**src/hw/rtl/lmts_pkg.sv**
```systemverilog
// ----------------------------------------------------------------------------
// lmts_pkg: shared types, constants and font for the LED matrix text scroller
// Holds the 5x7 ASCII font, command codes and the front/back queue entry type.
// ----------------------------------------------------------------------------
package lmts_pkg;

  localparam int MODULES     = 4;
  localparam int TEXT_DEPTH  = 256;
  localparam int TEXT_AW     = $clog2(TEXT_DEPTH);
  localparam int RING_BITS   = MODULES * 8;
  localparam int MOD_W       = 2;
  localparam logic [7:0] GAP_RESET = 8'd24;
  localparam logic [2:0] GLYPH_WIDTH = 3'd5;

  localparam logic [1:0] KIND_TICK    = 2'd0;
  localparam logic [1:0] KIND_WRITE   = 2'd1;
  localparam logic [1:0] KIND_CLEAR   = 2'd2;
  localparam logic [1:0] KIND_IGNORED = 2'd3;

  localparam logic [0:0] CFG_TEXT_LENGTH = 1'd0;
  localparam logic [0:0] CFG_GAP_COLUMNS = 1'd1;

  // operation handed from front to back
  typedef struct packed {
    logic       clear;     // 1 clear frame, 0 shift in column
    logic       right;
    logic [7:0] column;
    logic [7:0] laps;
  } op_t;

  function automatic logic [7:0] glyph_bits(input logic [7:0] code, input logic [2:0] col);
    logic [34:0] g;
    logic [7:0]  c;
    begin
      c = code - 8'd32;
      case (c)
        8'd0:  g = {7'd0,7'd0,7'd0,7'd0,7'd0};
        8'd1:  g = {7'd0,7'd0,7'd125,7'd0,7'd0};
        8'd2:  g = {7'd0,7'd112,7'd0,7'd112,7'd0};
        8'd3:  g = {7'd20,7'd62,7'd20,7'd62,7'd20};
        8'd4:  g = {7'd36,7'd42,7'd127,7'd42,7'd18};
        8'd5:  g = {7'd35,7'd19,7'd8,7'd100,7'd98};
        8'd6:  g = {7'd9,7'd38,7'd89,7'd89,7'd38};
        8'd7:  g = {7'd0,7'd0,7'd96,7'd0,7'd0};
        8'd8:  g = {7'd0,7'd0,7'd0,7'd65,7'd62};
        8'd9:  g = {7'd62,7'd65,7'd0,7'd0,7'd0};
        8'd10: g = {7'd0,7'd16,7'd56,7'd16,7'd0};
        8'd11: g = {7'd8,7'd8,7'd62,7'd8,7'd8};
        8'd12: g = {7'd0,7'd0,7'd6,7'd1,7'd0};
        8'd13: g = {7'd8,7'd8,7'd8,7'd8,7'd8};
        8'd14: g = {7'd0,7'd0,7'd1,7'd0,7'd0};
        8'd15: g = {7'd32,7'd16,7'd8,7'd4,7'd2};
        8'd16: g = {7'd62,7'd65,7'd65,7'd65,7'd62};
        8'd17: g = {7'd1,7'd1,7'd127,7'd33,7'd17};
        8'd18: g = {7'd49,7'd73,7'd69,7'd67,7'd33};
        8'd19: g = {7'd54,7'd73,7'd65,7'd65,7'd34};
        8'd20: g = {7'd127,7'd8,7'd8,7'd8,7'd120};
        8'd21: g = {7'd70,7'd73,7'd73,7'd73,7'd122};
        8'd22: g = {7'd38,7'd73,7'd73,7'd73,7'd62};
        8'd23: g = {7'd96,7'd80,7'd79,7'd64,7'd64};
        8'd24: g = {7'd54,7'd73,7'd73,7'd73,7'd54};
        8'd25: g = {7'd62,7'd73,7'd73,7'd73,7'd50};
        8'd26: g = {7'd0,7'd0,7'd20,7'd0,7'd0};
        8'd27: g = {7'd0,7'd0,7'd22,7'd1,7'd0};
        8'd28: g = {7'd65,7'd34,7'd20,7'd8,7'd0};
        8'd29: g = {7'd20,7'd20,7'd20,7'd20,7'd20};
        8'd30: g = {7'd0,7'd8,7'd20,7'd34,7'd65};
        8'd31: g = {7'd48,7'd72,7'd77,7'd32,7'd0};
        8'd32: g = {7'd61,7'd85,7'd93,7'd65,7'd62};
        8'd33: g = {7'd63,7'd72,7'd72,7'd72,7'd63};
        8'd34: g = {7'd54,7'd73,7'd73,7'd73,7'd127};
        8'd35: g = {7'd54,7'd65,7'd65,7'd65,7'd62};
        8'd36: g = {7'd62,7'd65,7'd65,7'd65,7'd127};
        8'd37: g = {7'd65,7'd73,7'd73,7'd73,7'd127};
        8'd38: g = {7'd64,7'd72,7'd72,7'd72,7'd127};
        8'd39: g = {7'd54,7'd69,7'd69,7'd65,7'd62};
        8'd40: g = {7'd127,7'd8,7'd8,7'd8,7'd127};
        8'd41: g = {7'd65,7'd65,7'd127,7'd65,7'd65};
        8'd42: g = {7'd126,7'd65,7'd65,7'd65,7'd70};
        8'd43: g = {7'd65,7'd34,7'd20,7'd8,7'd127};
        8'd44: g = {7'd1,7'd1,7'd1,7'd1,7'd127};
        8'd45: g = {7'd127,7'd32,7'd16,7'd32,7'd127};
        8'd46: g = {7'd127,7'd4,7'd8,7'd16,7'd127};
        8'd47: g = {7'd62,7'd65,7'd65,7'd65,7'd62};
        8'd48: g = {7'd48,7'd72,7'd72,7'd72,7'd127};
        8'd49: g = {7'd61,7'd66,7'd70,7'd66,7'd60};
        8'd50: g = {7'd49,7'd74,7'd76,7'd72,7'd127};
        8'd51: g = {7'd50,7'd69,7'd73,7'd81,7'd38};
        8'd52: g = {7'd64,7'd64,7'd127,7'd64,7'd64};
        8'd53: g = {7'd126,7'd1,7'd1,7'd1,7'd126};
        8'd54: g = {7'd124,7'd2,7'd1,7'd2,7'd124};
        8'd55: g = {7'd127,7'd2,7'd4,7'd2,7'd127};
        8'd56: g = {7'd99,7'd20,7'd8,7'd20,7'd99};
        8'd57: g = {7'd96,7'd16,7'd15,7'd16,7'd96};
        8'd58: g = {7'd97,7'd81,7'd73,7'd69,7'd67};
        8'd59: g = {7'd0,7'd65,7'd65,7'd127,7'd0};
        8'd60: g = {7'd1,7'd6,7'd8,7'd48,7'd64};
        8'd61: g = {7'd0,7'd127,7'd65,7'd65,7'd0};
        8'd62: g = {7'd8,7'd16,7'd32,7'd16,7'd8};
        8'd63: g = {7'd1,7'd1,7'd1,7'd1,7'd1};
        8'd64: g = {7'd0,7'd0,7'd0,7'd96,7'd16};
        8'd65: g = {7'd1,7'd14,7'd17,7'd17,7'd14};
        8'd66: g = {7'd0,7'd6,7'd9,7'd9,7'd63};
        8'd67: g = {7'd0,7'd10,7'd17,7'd17,7'd14};
        8'd68: g = {7'd0,7'd63,7'd9,7'd9,7'd6};
        8'd69: g = {7'd0,7'd13,7'd21,7'd21,7'd14};
        8'd70: g = {7'd0,7'd36,7'd36,7'd31,7'd0};
        8'd71: g = {7'd0,7'd30,7'd37,7'd37,7'd25};
        8'd72: g = {7'd0,7'd7,7'd8,7'd8,7'd63};
        8'd73: g = {7'd0,7'd0,7'd47,7'd0,7'd0};
        8'd74: g = {7'd0,7'd94,7'd1,7'd1,7'd2};
        8'd75: g = {7'd0,7'd17,7'd10,7'd4,7'd63};
        8'd76: g = {7'd0,7'd0,7'd63,7'd0,7'd0};
        8'd77: g = {7'd15,7'd16,7'd8,7'd16,7'd15};
        8'd78: g = {7'd0,7'd15,7'd16,7'd8,7'd31};
        8'd79: g = {7'd0,7'd14,7'd17,7'd17,7'd14};
        8'd80: g = {7'd0,7'd24,7'd36,7'd36,7'd63};
        8'd81: g = {7'd0,7'd63,7'd36,7'd36,7'd24};
        8'd82: g = {7'd0,7'd16,7'd16,7'd8,7'd31};
        8'd83: g = {7'd0,7'd18,7'd37,7'd41,7'd18};
        8'd84: g = {7'd0,7'd9,7'd9,7'd62,7'd0};
        8'd85: g = {7'd0,7'd30,7'd1,7'd1,7'd30};
        8'd86: g = {7'd28,7'd2,7'd1,7'd2,7'd28};
        8'd87: g = {7'd30,7'd1,7'd2,7'd1,7'd30};
        8'd88: g = {7'd17,7'd10,7'd4,7'd10,7'd17};
        8'd89: g = {7'd32,7'd16,7'd15,7'd16,7'd32};
        8'd90: g = {7'd17,7'd25,7'd21,7'd19,7'd17};
        8'd91: g = {7'd0,7'd65,7'd65,7'd54,7'd8};
        8'd92: g = {7'd0,7'd0,7'd127,7'd0,7'd0};
        8'd93: g = {7'd8,7'd54,7'd65,7'd65,7'd0};
        8'd94: g = {7'd0,7'd24,7'd8,7'd12,7'd0};
        default: g = '0;
      endcase
      // column 0 sits in the low seven bits
      case (col)
        3'd0: glyph_bits = {1'b0, g[6:0]};
        3'd1: glyph_bits = {1'b0, g[13:7]};
        3'd2: glyph_bits = {1'b0, g[20:14]};
        3'd3: glyph_bits = {1'b0, g[27:21]};
        3'd4: glyph_bits = {1'b0, g[34:28]};
        default: glyph_bits = 8'd0;
      endcase
    end
  endfunction

endpackage

```
**src/hw/rtl/lmts_back.sv**
```systemverilog
// ----------------------------------------------------------------------------
// lmts_back: frame engine and image output
// Applies one shift or clear to the 32-byte frame, then sends four images.
// ----------------------------------------------------------------------------
module lmts_back (
  input  logic          clk,
  input  logic          rst_n,
  input  logic          op_valid,
  input  lmts_pkg::op_t op,
  output logic          op_pop,
  output logic          out_valid,
  input  logic          out_stall,
  output logic [1:0]    out_module_index,
  output logic [63:0]   out_module_rows,
  output logic [7:0]    out_lap_count,
  output logic          out_last
);

  logic [lmts_pkg::RING_BITS-1:0] ring_r [8];
  logic [lmts_pkg::RING_BITS-1:0] ring_nxt [8];
  logic       active_r, active_nxt;
  logic [1:0] idx_r, idx_nxt;
  logic [7:0] laps_r;
  logic       done;

  assign out_valid        = active_r;
  assign out_module_index = idx_r;
  assign out_lap_count    = laps_r;
  assign out_last         = idx_r == 2'(lmts_pkg::MODULES - 1);
  assign done             = active_r && !out_stall && out_last;
  // next op is applied only once the previous four images are gone
  assign op_pop           = op_valid && (!active_r || done);

  always_comb begin
    for (int r = 0; r < 8; r++) begin
      out_module_rows[8*r +: 8] = ring_r[r][8*idx_r +: 8];
      if (op.clear) begin
        ring_nxt[r] = '0;
      end else if (op.right) begin
        ring_nxt[r] = {ring_r[r][lmts_pkg::RING_BITS-2:0], op.column[r]};
      end else begin
        ring_nxt[r] = {op.column[r], ring_r[r][lmts_pkg::RING_BITS-1:1]};
      end
    end
    active_nxt = active_r;
    idx_nxt    = idx_r;
    if (active_r && !out_stall) begin
      idx_nxt = idx_r + 2'd1;
      if (out_last) begin
        active_nxt = 1'b0;
      end
    end
    if (op_pop) begin
      active_nxt = 1'b1;
      idx_nxt    = '0;
    end
  end

  always_ff @(posedge clk) begin
    if (!rst_n) begin
      active_r <= 1'b0;
      idx_r    <= '0;
      for (int r = 0; r < 8; r++) begin
        ring_r[r] <= '0;
      end
    end else begin
      active_r <= active_nxt;
      idx_r    <= idx_nxt;
      if (op_pop) begin
        for (int r = 0; r < 8; r++) begin
          ring_r[r] <= ring_nxt[r];
        end
      end
    end
    if (op_pop) begin
      laps_r <= op.laps;
    end
  end

endmodule
```
**config.mk**
```make
export PLATFORM = sky130hd
export DESIGN_NAME = lmts_back
export DESIGN_NICKNAME = d
export VERILOG_FILES = /design/src/hw/rtl/lmts_pkg.sv /design/src/hw/rtl/lmts_back.sv
export SDC_FILE = /design/constraint.sdc
export NUM_CORES = 1
export LEC_CHECK = 0
export BUFFER_PORTS_ARGS = -buffer_cell sky130_fd_sc_hd__buf_2
export CAP_MARGIN = 20
export CORE_UTILIZATION = 46
export CTS_BUF_LIST = sky130_fd_sc_hd__clkbuf_16
export CTS_CLUSTER_SIZE = 24
export DETAILED_ROUTE_END_ITERATION = 16
export PLACE_DENSITY = 0.66
export SLEW_MARGIN = 15
export SYNTH_ARGS = -nofsm -noshare
export SYNTH_HDL_FRONTEND = slang
export SYNTH_SLANG_ARGS = --single-unit
```
**constraint.sdc**
```tcl
create_clock -name clk -period 22.9 [get_ports clk]
set_input_delay 4.58 -clock clk [delete_from_list [all_inputs] [get_ports clk]]
set_output_delay 4.58 -clock clk [all_outputs]
set_load 0.005 [all_outputs]
```
# Word level (Yosys, flattened, before mapping)
# Memory sizes are Yosys's and may differ from the RTL's.
# Cells that the tools add are included.
# totals
ff_bits	11
ram_bits	256
output_inout_bits	77
elab_cells	64
memories	1
# classes
add_sub_neg	1
n_eq_ne	1
n_shift	8
muxes	31
n_bitwise	9
n_reduce_logical	10
# memory_table
name	depth	width	read_ports	rd_clocked_by_memory_dff	write_ports	line_no	text
ring_r	8	32	8	0	8	lmts_back.sv:19	logic [lmts_pkg::RING_BITS-1:0] ring_r [8];
# op_table
operator	count
$mux 32	24
$shiftx 32x6->8	8
$or 1x1->1	8
$mux 1	7
$reduce_bool 2->1	2
$logic_and 1x1->1	3
$add 2x1->2 const B	1
$eq 2x2->1 const B	1
$logic_not 1->1	2
$reduce_and 2->1	1
$reduce_or 2->1	1
$logic_or 1x1->1	1
$not 1->1	1

# Depth between registers and ports, before layout
# logic_depth
ltp_word	9
ltp_mapped	6
depth_no_buf	4

# Worst setup path after synthesis
# No wires, ideal clock.
# synth_path
kind	input to register
startpoint	in op_valid
endpoint	mem ring_r[0][0] (netlist bit), enable pin
arrival_time_ns	16.646
setup_slack_ns	5.314
cell_stages	2
n_path_buf	0
path_cell_list	inv_1 > o211ai_1
# synth_lines
element	line_no	text
start, declared	lmts_back.sv:8	input logic op_valid,
end, declared	lmts_back.sv:19	

# Worst setup path after layout
# layout_path
startpoint	in out_stall
endpoint	out op_pop
# layout_via
elab_chain_cells	5
# layout_rtl
element	line_no	text
start, declared	lmts_back.sv:12	input logic out_stall,
$logic_not 1->1	lmts_back.sv:30	assign done = active_r && !out_stall && out_last;
$logic_and 1x1->1 (2 in a row)	lmts_back.sv:30	
$logic_or 1x1->1	lmts_back.sv:32	assign op_pop = op_valid && (!active_r || done);
$logic_and 1x1->1	lmts_back.sv:32	
end, declared	lmts_back.sv:10	output logic op_pop,
# No other way between the ends.

==> out/qor.yml <==
seqCellArea_sq_um: 7990
ys_types: 19
p_comb_share_pct: 9.1
powerDensity_nw_per_um2: 76.4
initialDrtViolationCount: 611
power_frac_seq_pct: 52.7
hold_viol: 0
coreArea_sq_um: 28900
period_share_pct: 45.0
critical_path_class: "in -> out"
synth_area_leaders: "edfxtp_1 58%, mux2i_1 19%, mux4_2 11%"
drt-total-wl_um: 27200
slew_headroom_pct: 21.2
worstPathArrival_ns: 5.72
instances_no_fill: 1399
drv_cap: 0
grt_max_degree: 199
rows: 62
synth_area_per_cell_sq_um: 14.6
synth_top_area_cell: "edfxtp_1"
clk_latency_ns: 0.54
yosys-top-cells-count: "264 x edfxtp_1, 258 x nor2_1, 257 x mux2i_1"
area_growth_pct: 10.8
cts-resized-gates: 0
yosysTopAreaCellShare_pct: 58.5
grt_pass1_vias: 7627
power.share.switching_pct: 23.6
final_max_slew_viol_count: 0
grt_usage_pct: 17.8
synth-main-ff-cell: "edfxtp_1"
crit_path_end_kind: "output pin"
synth_area_sq_um: 13600
hold_path.class: "reg -> reg"
tns_ns: 0
finalWeightedCongestion: 0.764
startpoint: "out_stall"
crit_top_cell: "buf_2"
skew_ns: 0.0136
die_x_um: 174
cts_made_buffers: 30
outcome: "completed"
clkSinkCount: 267
hold_start: "ring_r[1][95]"
syn_inst: 929
clock_path_buffers: 3
vias: 7813
slowest_delay_ns: 0.63
multi_input_area_sq_um: 5080
nFillCells: 2481
critical-path-top-delay-family: "compound AO/OA/AOI/OAI gates"
dpl.cell_count: 1347
grt_setup_unrepaired: "no"
async_flop_share_pct: 0
dieArea_sq_um: 30200
h-tree-depth: 1
wl_per_cell_um: 19.5
ios: 99
cts-root-buf: "clkbuf_16"
synth_fp_nets: 952
firstDrtPassIters: 5
p_sw_uw: 271
cts_hold_buffers: 0
path_buf_inv: 2
yosysSeqAreaShare_pct: 58.9
grt_pass1_wl_um: 43400
cts_tree: "built"
p_leak_nw: 5.95
crit_required_ns: 18.32
n_antenna_cell: 0
timing.fmax_ghz: 0.0971
crit_chain: "buf_2, nand2b_4, a21oi_1, buf_2"
cp-start-kind: "input pin"
detail_route.vias_per_cell: 5.58
drc: 0
cts_setup_buffers: 0
start_util_pct: 47.0
dp_hpwl_um: 16500
nets: 1018
worst_pin_slew_ns: 1.18
slowest_stage: "a21oi_1"
peakVddDrop_uv: 51.9
cp_max_fo: 9
antenna_found_initial: 0
grt.overflow.total: 0
clkPwrFrac_pct: 38.3
dieHeight_um: 174
r2r_start: "out_module_index[0]"
whs_ns: 0.592
synth_warnings: 0
antenna_left: 0
synth.ff_latch_count: 267
port_buffers: 98
drive_gt1_share_pct: 20.9
synth-edff-count: 264
p_int_uw: 877
clkTransAtPathRegs_ns: 0.06
yosysMostFrequentCell: "edfxtp_1"
setup_viol: 0
min_period_ns: 10.30
## tightest hold or removal path, stage by stage, from the launching register on
cell and delay, ns:
edfxtp_1 0.34, mux2i_1 0.07, nor2_1 0.08
## power by group through the flow
stage	Combinational [mW]	Sequential (mW)	Clock (mW)
detailed placement	0.105	0.614	0
global placement	0.104	0.614	0
finish	0.104	0.605	0.439
floorplan	0.0820	0.613	0
global route	0.113	0.609	0.466
CTS	0.105	0.605	0.450
## cells in the final DEF (no fill, tap or decap)
cell and instances:
a21oi_1 2, bufinv_16 1, a211o_4 1, nand3b_1 1, mux4_2 64, clkbuf_16 31
nand2b_2 1, edfxtp_1 264, dfxtp_2 1, buf_12 2, buf_8 1, clkinv_1 8
buf_4 5, dfxtp_1 1, clkinv_2 6, buf_2 97, ha_1 1, xnor2_1 1
nand2b_4 1, o211ai_1 1, nor2b_1 2, mux2i_1 257, dfxtp_4 1, nor2_1 258
inv_1 7
## worst paths after layout
kind / cells after the start / slack [ns] / to
max: 4 / 12.60 / op_pop
min: 2 / 0.59 / ring_r[1][94]
max reg2reg: 5 / 19.34 / ring_r[0][15]
min reg2reg: 2 / 0.59 / ring_r[1][94]
## kinds of logic (layout without fill, tap and decap cells)
kind of cell | Yosys count | count (layout) | synth area share [%]
compound gates | 4 | 4 | 0.194
flops | 267 | 267 | 58.9
mux | 321 | 321 | 29.6
simple gates | 263 | 263 | 7.44
fa+ha+maj | 1 | 1 | 0.0923
xor+xnor | 1 | 1 | 0.0646
buf+inv | 72 | 158 | 3.66
## per-layer routing
layer | vias to the layer above | routed length (um) | global-route usage, %
met3 | 38 | 1130 | 2.48
met1 | 3992 | 13000 | 27.3
met2 | 174 | 12600 | 26.8
li1 | 3609 | - | -
met4 | 0 | 538 | 4.28
met5 | - | 0 | 0
## per-stage QoR
step	setup slack, ns	total power, mW	area, sq um	utilization (%)
floorplan	5.31	0.695	13600	-
global placement	12.63	0.718	14100	49.0
detailed placement	12.62	0.719	14100	49.0
CTS	12.60	1.16	15000	52.1
global route	12.47	1.19	15000	52.1
finish	12.60	1.15	15000	52.1
## final cells by class
cell class                 instances  share of cell area (%)
sequential                       267                    53.2
multi-input combinational        590                    33.8
clock buffer                      31                    5.16
timing repair buffer             105                    3.85
tap                              384                    3.20
clock inverter                    21                   0.750
inverter                           1                  0.0250
## sequential cells by signal (all words and copies together) (netlist names)
register	flops
ring_r	256
out_module_index	2
out_lap_count	8
out_valid	1
(Power assumes the default switching activity.)
