===== src/hw/rtl/lmts_pkg.sv =====
// ----------------------------------------------------------------------------
// lmts_pkg: shared types, constants and font for the LED matrix text scroller
// Holds the 5x7 ASCII font, command codes and the front/back queue entry type.
// ----------------------------------------------------------------------------
package lmts_pkg;

  localparam int MODULES     = 4;
  localparam int TEXT_DEPTH  = 256;
  localparam int TEXT_AW     = $clog2(TEXT_DEPTH);
  localparam int RING_BITS   = MODULES * 8;
  localparam int MOD_W       = 2;
  localparam logic [7:0] GAP_RESET = 8'd24;
  localparam logic [2:0] GLYPH_WIDTH = 3'd5;

  localparam logic [1:0] KIND_TICK    = 2'd0;
  localparam logic [1:0] KIND_WRITE   = 2'd1;
  localparam logic [1:0] KIND_CLEAR   = 2'd2;
  localparam logic [1:0] KIND_IGNORED = 2'd3;

  localparam logic [0:0] CFG_TEXT_LENGTH = 1'd0;
  localparam logic [0:0] CFG_GAP_COLUMNS = 1'd1;

  // operation handed from front to back
  typedef struct packed {
    logic       clear;     // 1 clear frame, 0 shift in column
    logic       right;
    logic [7:0] column;
    logic [7:0] laps;
  } op_t;

  function automatic logic [7:0] glyph_bits(input logic [7:0] code, input logic [2:0] col);
    logic [34:0] g;
    logic [7:0]  c;
    begin
      c = code - 8'd32;
      case (c)
        8'd0:  g = {7'd0,7'd0,7'd0,7'd0,7'd0};
        8'd1:  g = {7'd0,7'd0,7'd125,7'd0,7'd0};
        8'd2:  g = {7'd0,7'd112,7'd0,7'd112,7'd0};
        8'd3:  g = {7'd20,7'd62,7'd20,7'd62,7'd20};
        8'd4:  g = {7'd36,7'd42,7'd127,7'd42,7'd18};
        8'd5:  g = {7'd35,7'd19,7'd8,7'd100,7'd98};
        8'd6:  g = {7'd9,7'd38,7'd89,7'd89,7'd38};
        8'd7:  g = {7'd0,7'd0,7'd96,7'd0,7'd0};
        8'd8:  g = {7'd0,7'd0,7'd0,7'd65,7'd62};
        8'd9:  g = {7'd62,7'd65,7'd0,7'd0,7'd0};
        8'd10: g = {7'd0,7'd16,7'd56,7'd16,7'd0};
        8'd11: g = {7'd8,7'd8,7'd62,7'd8,7'd8};
        8'd12: g = {7'd0,7'd0,7'd6,7'd1,7'd0};
        8'd13: g = {7'd8,7'd8,7'd8,7'd8,7'd8};
        8'd14: g = {7'd0,7'd0,7'd1,7'd0,7'd0};
        8'd15: g = {7'd32,7'd16,7'd8,7'd4,7'd2};
        8'd16: g = {7'd62,7'd65,7'd65,7'd65,7'd62};
        8'd17: g = {7'd1,7'd1,7'd127,7'd33,7'd17};
        8'd18: g = {7'd49,7'd73,7'd69,7'd67,7'd33};
        8'd19: g = {7'd54,7'd73,7'd65,7'd65,7'd34};
        8'd20: g = {7'd127,7'd8,7'd8,7'd8,7'd120};
        8'd21: g = {7'd70,7'd73,7'd73,7'd73,7'd122};
        8'd22: g = {7'd38,7'd73,7'd73,7'd73,7'd62};
        8'd23: g = {7'd96,7'd80,7'd79,7'd64,7'd64};
        8'd24: g = {7'd54,7'd73,7'd73,7'd73,7'd54};
        8'd25: g = {7'd62,7'd73,7'd73,7'd73,7'd50};
        8'd26: g = {7'd0,7'd0,7'd20,7'd0,7'd0};
        8'd27: g = {7'd0,7'd0,7'd22,7'd1,7'd0};
        8'd28: g = {7'd65,7'd34,7'd20,7'd8,7'd0};
        8'd29: g = {7'd20,7'd20,7'd20,7'd20,7'd20};
        8'd30: g = {7'd0,7'd8,7'd20,7'd34,7'd65};
        8'd31: g = {7'd48,7'd72,7'd77,7'd32,7'd0};
        8'd32: g = {7'd61,7'd85,7'd93,7'd65,7'd62};
        8'd33: g = {7'd63,7'd72,7'd72,7'd72,7'd63};
        8'd34: g = {7'd54,7'd73,7'd73,7'd73,7'd127};
        8'd35: g = {7'd54,7'd65,7'd65,7'd65,7'd62};
        8'd36: g = {7'd62,7'd65,7'd65,7'd65,7'd127};
        8'd37: g = {7'd65,7'd73,7'd73,7'd73,7'd127};
        8'd38: g = {7'd64,7'd72,7'd72,7'd72,7'd127};
        8'd39: g = {7'd54,7'd69,7'd69,7'd65,7'd62};
        8'd40: g = {7'd127,7'd8,7'd8,7'd8,7'd127};
        8'd41: g = {7'd65,7'd65,7'd127,7'd65,7'd65};
        8'd42: g = {7'd126,7'd65,7'd65,7'd65,7'd70};
        8'd43: g = {7'd65,7'd34,7'd20,7'd8,7'd127};
        8'd44: g = {7'd1,7'd1,7'd1,7'd1,7'd127};
        8'd45: g = {7'd127,7'd32,7'd16,7'd32,7'd127};
        8'd46: g = {7'd127,7'd4,7'd8,7'd16,7'd127};
        8'd47: g = {7'd62,7'd65,7'd65,7'd65,7'd62};
        8'd48: g = {7'd48,7'd72,7'd72,7'd72,7'd127};
        8'd49: g = {7'd61,7'd66,7'd70,7'd66,7'd60};
        8'd50: g = {7'd49,7'd74,7'd76,7'd72,7'd127};
        8'd51: g = {7'd50,7'd69,7'd73,7'd81,7'd38};
        8'd52: g = {7'd64,7'd64,7'd127,7'd64,7'd64};
        8'd53: g = {7'd126,7'd1,7'd1,7'd1,7'd126};
        8'd54: g = {7'd124,7'd2,7'd1,7'd2,7'd124};
        8'd55: g = {7'd127,7'd2,7'd4,7'd2,7'd127};
        8'd56: g = {7'd99,7'd20,7'd8,7'd20,7'd99};
        8'd57: g = {7'd96,7'd16,7'd15,7'd16,7'd96};
        8'd58: g = {7'd97,7'd81,7'd73,7'd69,7'd67};
        8'd59: g = {7'd0,7'd65,7'd65,7'd127,7'd0};
        8'd60: g = {7'd1,7'd6,7'd8,7'd48,7'd64};
        8'd61: g = {7'd0,7'd127,7'd65,7'd65,7'd0};
        8'd62: g = {7'd8,7'd16,7'd32,7'd16,7'd8};
        8'd63: g = {7'd1,7'd1,7'd1,7'd1,7'd1};
        8'd64: g = {7'd0,7'd0,7'd0,7'd96,7'd16};
        8'd65: g = {7'd1,7'd14,7'd17,7'd17,7'd14};
        8'd66: g = {7'd0,7'd6,7'd9,7'd9,7'd63};
        8'd67: g = {7'd0,7'd10,7'd17,7'd17,7'd14};
        8'd68: g = {7'd0,7'd63,7'd9,7'd9,7'd6};
        8'd69: g = {7'd0,7'd13,7'd21,7'd21,7'd14};
        8'd70: g = {7'd0,7'd36,7'd36,7'd31,7'd0};
        8'd71: g = {7'd0,7'd30,7'd37,7'd37,7'd25};
        8'd72: g = {7'd0,7'd7,7'd8,7'd8,7'd63};
        8'd73: g = {7'd0,7'd0,7'd47,7'd0,7'd0};
        8'd74: g = {7'd0,7'd94,7'd1,7'd1,7'd2};
        8'd75: g = {7'd0,7'd17,7'd10,7'd4,7'd63};
        8'd76: g = {7'd0,7'd0,7'd63,7'd0,7'd0};
        8'd77: g = {7'd15,7'd16,7'd8,7'd16,7'd15};
        8'd78: g = {7'd0,7'd15,7'd16,7'd8,7'd31};
        8'd79: g = {7'd0,7'd14,7'd17,7'd17,7'd14};
        8'd80: g = {7'd0,7'd24,7'd36,7'd36,7'd63};
        8'd81: g = {7'd0,7'd63,7'd36,7'd36,7'd24};
        8'd82: g = {7'd0,7'd16,7'd16,7'd8,7'd31};
        8'd83: g = {7'd0,7'd18,7'd37,7'd41,7'd18};
        8'd84: g = {7'd0,7'd9,7'd9,7'd62,7'd0};
        8'd85: g = {7'd0,7'd30,7'd1,7'd1,7'd30};
        8'd86: g = {7'd28,7'd2,7'd1,7'd2,7'd28};
        8'd87: g = {7'd30,7'd1,7'd2,7'd1,7'd30};
        8'd88: g = {7'd17,7'd10,7'd4,7'd10,7'd17};
        8'd89: g = {7'd32,7'd16,7'd15,7'd16,7'd32};
        8'd90: g = {7'd17,7'd25,7'd21,7'd19,7'd17};
        8'd91: g = {7'd0,7'd65,7'd65,7'd54,7'd8};
        8'd92: g = {7'd0,7'd0,7'd127,7'd0,7'd0};
        8'd93: g = {7'd8,7'd54,7'd65,7'd65,7'd0};
        8'd94: g = {7'd0,7'd24,7'd8,7'd12,7'd0};
        default: g = '0;
      endcase
      // column 0 sits in the low seven bits
      case (col)
        3'd0: glyph_bits = {1'b0, g[6:0]};
        3'd1: glyph_bits = {1'b0, g[13:7]};
        3'd2: glyph_bits = {1'b0, g[20:14]};
        3'd3: glyph_bits = {1'b0, g[27:21]};
        3'd4: glyph_bits = {1'b0, g[34:28]};
        default: glyph_bits = 8'd0;
      endcase
    end
  endfunction

endpackage


===== src/hw/rtl/lmts_queue.sv =====
// ----------------------------------------------------------------------------
// lmts_queue: two-entry queue between the sequencer and the frame engine
// Full is raised early enough to cover the front's one in-flight tick.
// ----------------------------------------------------------------------------
module lmts_queue (
  input  logic          clk,
  input  logic          rst_n,
  input  logic          push,
  input  lmts_pkg::op_t wdata,
  output logic          full,
  output logic          pop_valid,
  input  logic          pop,
  output lmts_pkg::op_t rdata
);

  lmts_pkg::op_t ent_r [2];
  logic       wp_r, wp_nxt, rp_r, rp_nxt;
  logic [1:0] cnt_r, cnt_nxt;

  assign full      = cnt_r != 2'd0;
  assign pop_valid = cnt_r != 2'd0;
  assign rdata     = ent_r[rp_r];

  always_comb begin
    wp_nxt  = wp_r + (push ? 1'b1 : 1'b0);
    rp_nxt  = rp_r + (pop ? 1'b1 : 1'b0);
    cnt_nxt = cnt_r + {1'b0, push} - {1'b0, pop};
  end

  always_ff @(posedge clk) begin
    if (!rst_n) begin
      wp_r  <= 1'b0;
      rp_r  <= 1'b0;
      cnt_r <= '0;
    end else begin
      wp_r  <= wp_nxt;
      rp_r  <= rp_nxt;
      cnt_r <= cnt_nxt;
    end
    if (push) begin
      ent_r[wp_r] <= wdata;
    end
  end

endmodule


===== config.mk =====
export PLATFORM = sky130hd
export DESIGN_NAME = lmts_queue
export DESIGN_NICKNAME = d
export VERILOG_FILES = /design/src/hw/rtl/lmts_pkg.sv /design/src/hw/rtl/lmts_queue.sv
export SDC_FILE = /design/constraint.sdc
export NUM_CORES = 1
export LEC_CHECK = 0
export BUFFER_PORTS_ARGS = -buffer_cell sky130_fd_sc_hd__buf_4
export CAP_MARGIN = 20
export CORE_MARGIN = 2
export CORE_UTILIZATION = 25
export CTS_CLUSTER_DIAMETER = 150
export CTS_CLUSTER_SIZE = 30
export DETAILED_ROUTE_END_ITERATION = 6
export HOLD_SLACK_MARGIN = 0.05
export MAX_ROUTING_LAYER = met4
export SYNTH_ARGS = -nofsm -noshare
export SYNTH_HDL_FRONTEND = slang
export SYNTH_SLANG_ARGS = --single-unit

===== constraint.sdc =====
create_clock -name clk -period 3.61 [get_ports clk]
set_input_delay 0.5415 -clock clk [delete_from_list [all_inputs] [get_ports clk]]
set_output_delay 0.5415 -clock clk [all_outputs]
set_load 0.02 [all_outputs]

Yosys cells after proc, flatten, opt, wreduce, memory -nomap -nowiden

Memories as Yosys holds them, arrays and structs flattened. A register that Yosys moved wholly into a read port is not among the register bits.
Cells that the tools add are included.
W data, S select, Z words.

Bits in registers: 4
RAM bits: 36
Output and inout bits: 20
Word-level logic and storage cells: 13
Memories kept: 1

Add/sub/neg operators: 4
Mux-type cells: 4
Reduce and logical (&&, ||, !) cells: 1

Memory list:

| memory | words | width | read ports | clocked after memory_dff | wr ports | line             | RTL |
|---|---|---|---|---|---|---|---|
| ent_r  | 2     | 18    | 1          | 1                        | 1        | lmts_queue.sv:16 | `lmts_pkg::op_t ent_r [2];` |

Operator list:

| kind               | count |
|---|---|
| $mux W1            | 4 |
| $add A1 B1 Y1      | 2 |
| $add A2 B1 Y2      | 1 |
| $reduce_bool A2 Y1 | 1 |
| $sub A2 B1 Y2      | 1 |

Logic depth before layout (Yosys ltp)

Gate-level depths: netlist of the first run.

Word-level depth: 3
Depth in mapped cells: 6
Gate-level depth less buffers: 6

Worst setup path before layout of the first run

OpenSTA, ideal clock, no wires.

Kind: register to output
Start: reg with a tool-made name
End: out rdata[0] (netlist bit)
Arrival: 907 ps
Slack: 2161 ps
Stages on the path, launching flop included: 4
Buffers on the path: 2
Cell sequence: dfxtp_1 > buf_6 > buf_12 > mux2_4

RTL lines:

| what      | line             | RTL |
|---|---|---|
| to (decl) | lmts_queue.sv:13 | `output lmts_pkg::op_t rdata` |

==> results of run 1 <==
[cells in the mapped netlist]
cell	n	area share [%]
sky130_fd_sc_hd__mux2_4	10	9.4
sky130_fd_sc_hd__inv_1	3	0.71
sky130_fd_sc_hd__xnor3_1	1	1.4
sky130_fd_sc_hd__xor2_1	1	0.55
sky130_fd_sc_hd__buf_6	1	0.71
sky130_fd_sc_hd__buf_12	1	1.3
sky130_fd_sc_hd__dfxtp_1	5	6.3
sky130_fd_sc_hd__and2_1	3	1.2
sky130_fd_sc_hd__ha_1	4	3.1
sky130_fd_sc_hd__nor2b_1	2	0.79
sky130_fd_sc_hd__edfxtp_1	36	68
sky130_fd_sc_hd__mux2_2	8	5.7
sky130_fd_sc_hd__or2_2	1	0.39
sky130_fd_sc_hd__buf_4	1	0.47
[flip-flops by register name (all words and copies together) (netlist names), named ones only]
name   count
cnt_r      2
ent_r     36
rp_r       1
wp_r       1
[cells by family after synthesis]
family	Yosys count	share of synthesized area, %
flops	41	74.27
mux	18	15.11
buf+inv	6	3.147
simple gates	6	2.361
fa+ha+maj	4	3.147
xor+xnor	2	1.967
[power groups by stage]
stage	registers, uW	logic, uW	clock network, uW
floorplan	570	129	0
global placement	580	183	0
detailed placement	583	189	0
CTS	573	189	351
global route	576	201	374
finish	571	184	339
[area by class of cell]
type / count / area [um2] / share of cell area, %
Sequential cell: 41 / 1181 / 57.35
Multi-Input combinational cell: 30 / 359.1 / 17.44
Timing Repair Buffer: 41 / 307.8 / 14.95
Tap cell: 77 / 96.34 / 4.678
Clock buffer: 5 / 68.82 / 3.341
Clock inverter: 2 / 35.03 / 1.701
Inverter: 3 / 11.26 / 0.5468
[metal layers]
layer  vias up  share of wire (%)  track usage [%]
met4         0                1.4            2.639
li1        373                  -                -
met2        37                 50            14.25
met1       366                 41            9.004
met3         5                7.8            3.660
met5         -                  0                -
[metrics by stage]
stage | hold WS [ns] | utilization [%] | instances | power [uW]
6_report | 0.4430 | 33.00 | 199 | 1094
4_1_cts | 0.4321 | 33.00 | 199 | 1113
3_5_place_dp | 0.5735 | 31.34 | 192 | 772.2
5_1_grt | 0.4232 | 33.00 | 199 | 1150
3_3_place_gp | 0.5287 | 31.34 | 192 | 763.4
2_1_floorplan | 0.5215 | - | 77 | 698.5
[cells in the final DEF, fill, tap and decap left out, types with 2 or more instances in the layout]
cell / instances
sky130_fd_sc_hd__buf_4: 41
sky130_fd_sc_hd__edfxtp_1: 36
sky130_fd_sc_hd__mux2_4: 10
sky130_fd_sc_hd__mux2_2: 8
sky130_fd_sc_hd__dfxtp_1: 5
sky130_fd_sc_hd__clkbuf_8: 5
sky130_fd_sc_hd__ha_1: 4
sky130_fd_sc_hd__inv_1: 3
sky130_fd_sc_hd__and2_1: 3
sky130_fd_sc_hd__nor2b_1: 2
[worst max-delay path by stage]
stage	start	to	cells past startpoint	slack, ns
floorplan	register	rdata[0]	3	2.16
global placement	register	rdata[13]	2	1.52
detailed placement	register	rdata[14]	2	1.45
CTS	register	rdata[14]	2	1.14
global route	register	rdata[13]	2	1.07
finish	register	rdata[14]	2	1.20
==> insert_results.sql, run 1 <==
INSERT INTO impl_metrics (metric_group, metric, value, unit) VALUES
('clock_network', 'post_cts_resize_count', '0', ''),
('global_routing', 'grt_start_max_net_pins', '19', ''),
('global_routing', 'grt_util_all_layers', '8.459', '%'),
('logic_synthesis', 'post_synth_inst_count', '77', ''),
('worst_setup_path', 'path_cells', 'mux2_2 > buf_4', ''),
('worst_setup_path', 'critical_path.reg2reg.endpoint', 'ent_r[1][17]', ''),
('power', 'netSwitchingFraction', '22.05', '%'),
('layout', 'layout_stage_area_growth_over_the_synthesis_result', '29.50', '%'),
('power', 'power_switching', '241.3', 'uW'),
('floorplan', 'die_height', '83.76', 'um'),
('power', 'seq_power_share', '52.2', '%'),
('outcome', 'outcome', 'finished, final reports clean', ''),
('clock_network', 'clkSinkCount', '41', ''),
('layout', 'layout.cell_area.non_filler', '0.002059', 'mm2'),
('clock_network', 'clk_root_buffer_cell', 'sky130_fd_sc_hd__clkbuf_8', ''),
('worst_setup_path', 'crit-reg2reg-launch', 'wp_r', ''),
('clock_network', 'insertion_delay', '0.28', 'ns'),
('power', 'p_clk_share', '31.0', '%'),
('clock_network', 'tritoncts', 'yes', ''),
('drt', 'drt_drc_violations_left', '0', ''),
('worst_setup_path', 'cp.buffers_inverters', '1', ''),
('logic_synthesis', 'yosysUniqueCellTypes', '14', ''),
('place', 'finalWeightedCongestion', '0.6549', ''),
('floorplan', 'fp.coreArea', '0.006241', 'mm2'),
('clock_network', 'clockBufferDepth', '2', ''),
('drt', 'dr.pass1.iters', '4', ''),
('sta', 'final_min_period_over_clock_period', '66.62', '%'),
('logic_synthesis', 'synth.ff_latch_count', '41', ''),
('sta', 'fin_setup_tns', '0', 'ns'),
('layout', 'post_route_cells_drive_above_1_share', '54.92', '%'),
('clock_network', 'cts_made_buffers', '5', ''),
('drt', 'drt-wirelength-per-cell', '13.28', 'um'),
('logic_synthesis', 'synth_warnings', '0', ''),
('worst_setup_path', 'worst_ep_arrival_time', '1.86', 'ns'),
('layout', 'filler_cell_count_in_the_final_layout', '611', ''),
('drt', 'vias_per_cell', '3.925', ''),
('floorplan', 'dieWidth', '83.76', 'um'),
('floorplan', 'design.die.area', '0.007015', 'mm2'),
('sta', 'final.setup_skew', '0.003805', 'ns'),
('clock_network', 'postCtsSetupBuffers', '0', ''),
('hold_path', 'hold_depth', '1', ''),
('drt', 'num_vias', '781', ''),
('worst_setup_path', 'timing.critical_path.max_delay_family', 'flip-flops', ''),
('logic_synthesis', 'synth-seq-area-share', '74.27', '%'),
('layout', 'insertedDiodeCount', '0', ''),
('floorplan', 'core.rowCount', '29', ''),
('worst_setup_path', 'timing.reg2reg.worst_path_depth', '1', ''),
('place', 'dp_hpwl', '1.915', 'mm'),
('place', 'io_buffers', '41', ''),
('global_routing', 'vias_in_the_first_global_route', '890', ''),
('hold_path', 'origin_of_the_worst_min_delay_path', 'wdata[16]', ''),
('worst_setup_path', 'crit_path_start_kind', 'register', ''),
('sta', 'finalSetupViolations', '0', ''),
('drt', 'drt-initial-drc-count', '31', ''),
('power', 'pwr_density_cell', '531.4', 'mW/mm2'),
('place', 'post-place-ws', '1.446', 'ns'),
('global_routing', 'grt_pass1_wl', '4.353', 'mm'),
('sta', 'final-max-slew-violation-count', '0', ''),
('worst_setup_path', 'delay_of_the_slowest_cell_on_the_worst_path', '0.99', 'ns'),
('place', 'dpl_cell_area', '0.001956', 'mm2'),
('hold_path', 'hold-path-endpoint', 'ent_r[0][16]', ''),
('logic_synthesis', 'syn-num-nets', '103', ''),
('sta', 'final_critical_path_setup_slack', '1.205', 'ns'),
('layout', 'final_net_count', '148', ''),
('logic_synthesis', 'syn_area_per_cell', '20.65', 'um2'),
('sta', 'worst_slew_pin_tran', '1.015', 'ns'),
('sta', 'grt_setup_unrepaired', 'false', ''),
('sta', 'worst_slew_margin_relative_to_its_limit', '32.25', '%'),
('global_routing', 'antenna_violations_before_repair', '0', ''),
('clock_network', 'cts_htree_levels', '2', ''),
('hold_path', 'holdCritPathClass', 'primary input to register', '');
(Power assumes the default switching activity.)
==> inputs of run 2 (changes only) <==
Clock period 3.61 ns to 2.14 ns, I/O delays scaled along.
==> run 2 against run 1 <==
Global-route usage down 0.58 points. Critical path depth up 1. Sequential power up 66%. Cell area up 2.1%. Worst hold slack worse by 0.22 ns. Via count down 0.90%. Largest power group unchanged.
==> insert_results.sql, run 2 (synthesized netlist as in run 1, its figures left out) <==
INSERT INTO impl_metrics (metric_group, metric, value, unit) VALUES
('outcome', 'outcome', 'finished, final reports clean', ''),
('clock_network', 'clkTransAtPathRegs', '0.07', 'ns'),
('hold_path', 'holdCritPathClass', 'primary input to register', ''),
('layout', 'layout_stage_area_growth_over_the_synthesis_result', '32.18', '%'),
('sta', 'period_needed', '1.776', 'ns'),
('place', 'dp_hpwl', '1.970', 'mm'),
('sta', 'worst_slew_pin_tran', '0.2437', 'ns'),
('hold_path', 'hold-path-endpoint', 'ent_r[1][2]', ''),
('hold_path', 'origin_of_the_worst_min_delay_path', 'wdata[2]', ''),
('sta', 'final.setup_skew', '0.002963', 'ns'),
('power', 'power', '1859', 'uW'),
('floorplan', 'fp.coreArea', '0.006241', 'mm2'),
('worst_setup_path', 'delay_of_the_slowest_cell_on_the_worst_path', '0.46', 'ns'),
('worst_setup_path', 'timing.reg2reg.worst_path_depth', '6', ''),
('sta', 'final_min_period_over_clock_period', '82.99', '%'),
('layout', 'layout.cells.most_common_list', '44 x sky130_fd_sc_hd__buf_4, 36 x sky130_fd_sc_hd__edfxtp_1, 10 x sky130_fd_sc_hd__mux2_4', ''),
('drt', 'dr.pass1.iters', '4', ''),
('sta', 'final-max-slew-violation-count', '0', ''),
('sta', 'finalSetupViolations', '0', ''),
('worst_setup_path', 'crit_fanout', '15', ''),
('floorplan', 'dieWidth', '83.76', 'um'),
('layout', 'biggestRegsByFlops', 'ent_r: 36 flops, cnt_r: 2 flops', ''),
('drt', 'vias_per_cell', '3.813', ''),
('clock_network', 'insertion_delay', '0.28', 'ns'),
('layout', 'final_net_count', '152', ''),
('place', 'finalWeightedCongestion', '0.6708', ''),
('clock_network', 'cts_made_buffers', '5', ''),
('clock_network', 'post_cts_resize_count', '0', ''),
('layout', 'layout.cell_area.non_filler', '0.002102', 'mm2'),
('global_routing', 'grt-ovfl-total', '0', ''),
('sta', 'timing_hold_violations_final', '0', ''),
('drt', 'antenna_left', '0', ''),
('layout', 'filler_cell_count_in_the_final_layout', '608', ''),
('drt', 'drt-initial-drc-count', '16', ''),
('worst_setup_path', 'path_class', 'register to output pin', ''),
('sta', 'fin_setup_tns', '0', 'ns'),
('worst_setup_path', 'path_cells', 'buf_12 > mux2_2 > buf_4', ''),
('floorplan', 'design.die.area', '0.007015', 'mm2'),
('layout', 'top_register', 'ent_r', ''),
('worst_setup_path', 'rrSetupSlack', '0.95', 'ns'),
('hold_path', 'hold_depth', '1', ''),
('clock_network', 'clkSinkCount', '41', ''),
('sta', 'grt_setup_unrepaired', 'false', ''),
('floorplan', 'core.rowCount', '29', ''),
('power', 'irDropWorstVdd', '0.3799', 'mV'),
('drt', 'num_vias', '774', ''),
('worst_setup_path', 'worst_setup_path_end_kind', 'output pin', ''),
('clock_network', 'tritoncts', 'yes', ''),
('worst_setup_path', 'slowest_stage_cell_cp', 'sky130_fd_sc_hd__dfxtp_1', ''),
('global_routing', 'grt_start_max_net_pins', '16', ''),
('layout', 'largest_reg_flops', '36', ''),
('layout', 'post_route_cells_drive_above_1_share', '56.35', '%'),
('place', 'dpl_cell_area', '0.001998', 'mm2'),
('clock_network', 'clk_root_buffer_cell', 'sky130_fd_sc_hd__clkbuf_8', ''),
('clock_network', 'cts_htree_levels', '2', ''),
('sta', 'worst_slew_margin_relative_to_its_limit', '83.73', '%'),
('drt', 'drt_drc_violations_left', '0', ''),
('sta', 'max_clock_freq', '563.1', 'MHz'),
('worst_setup_path', 'worst_ep_arrival_time', '1.45', 'ns'),
('drt', 'wire_length_after_detailed_routing', '2.618', 'mm'),
('worst_setup_path', 'critical_path.reg2reg.endpoint', 'cnt_r[1]', ''),
('drt', 'drt-wirelength-per-cell', '12.90', 'um'),
('global_routing', 'grt_pass1_wl', '4.043', 'mm'),
('global_routing', 'antenna_violations_before_repair', '0', ''),
('clock_network', 'postCtsSetupBuffers', '0', ''),
('global_routing', 'vias_in_the_first_global_route', '827', ''),
('global_routing', 'grt_util_all_layers', '7.875', '%'),
('worst_setup_path', 'critical_path_required', '1.82', 'ns'),
('worst_setup_path', 'crit-reg2reg-launch', 'cnt_r[0]', ''),
('power', 'leakage', '0.0008352', 'uW'),
('floorplan', 'start_util', '25.48', '%'),
('power', 'pwr_density_cell', '884.2', 'mW/mm2'),
('layout', 'layout_commonest_cell', 'sky130_fd_sc_hd__buf_4', ''),
('layout', 'insertedDiodeCount', '0', ''),
('floorplan', 'io_pins', '42', ''),
('clock_network', 'clockBufferDepth', '2', ''),
('floorplan', 'die_height', '83.76', 'um'),
('flow_run', 'max_cap_viol_count', '0', ''),
('clock_network', 'holdBufCountCts', '0', ''),
('worst_setup_path', 'crit_path_start_kind', 'register', ''),
('place', 'io_buffers', '41', '');
-- run 2: changes by cell type in the layout (fill, tap and decap cells not counted), sizes merged --
cell / previous run / this run
buf: 41 / 45
-- run 2: critical path: cells and delay by family, from the launching register on --
kind | cells | cell delay, ns
buffers and inverters | 2 | 0.36
multiplexers | 1 | 0.35
flip-flops | 1 | 0.46
-- run 2: how the worst max path moves through the flow --
stage                  start  depth (start not counted)        end  slack [ns]
floorplan           register                          3   rdata[0]        0.91
global placement    register                          3   rdata[9]        0.70
detailed placement  register                          3  rdata[14]        0.66
CTS                 register                          3  rdata[14]        0.34
global route        register                          3  rdata[13]        0.31
finish              register                          3  rdata[14]        0.36
-- run 2: per-stage QoR --
step,setup slack (ns),util (%),hold slack (ns),cells
6_report,0.3641,33.68,0.2224,203
3_3_place_gp,0.6967,32.02,0.5081,196
5_1_grt,0.3103,33.68,0.2080,203
3_5_place_dp,0.6598,32.02,0.5100,196
2_1_floorplan,0.9117,-,0.4199,77
4_1_cts,0.3415,33.68,0.2131,203
-- run 2: power by group --
part | leakage (uW) | internal (uW) | switching (uW)
combinational | 0.000402 | 178 | 157
clock | 0.0000540 | 339 | 234
sequential | 0.000380 | 931 | 19.2
-- run 2: layout make-up --
| cell class | count | area [um2] | share of cell area, % |
|---|---|---|---|
| tap | 77 | 96.34 | 4.583 |
| sequential | 41 | 1181 | 56.19 |
| clock inverter | 2 | 35.03 | 1.667 |
| multi-input combinational | 30 | 359.1 | 17.08 |
| timing repair buffer | 45 | 350.3 | 16.67 |
| inverter | 3 | 11.26 | 0.5357 |
| clock buffer | 5 | 68.82 | 3.274 |
-- run 2: metal layers --
layer	track usage (%)	up-vias	share of wire (%)
li1	-	380	-
met1	8.998	358	43
met2	12.95	31	50
met3	2.473	5	6.3
met4	3.079	0	1.2
met5	-	-	0
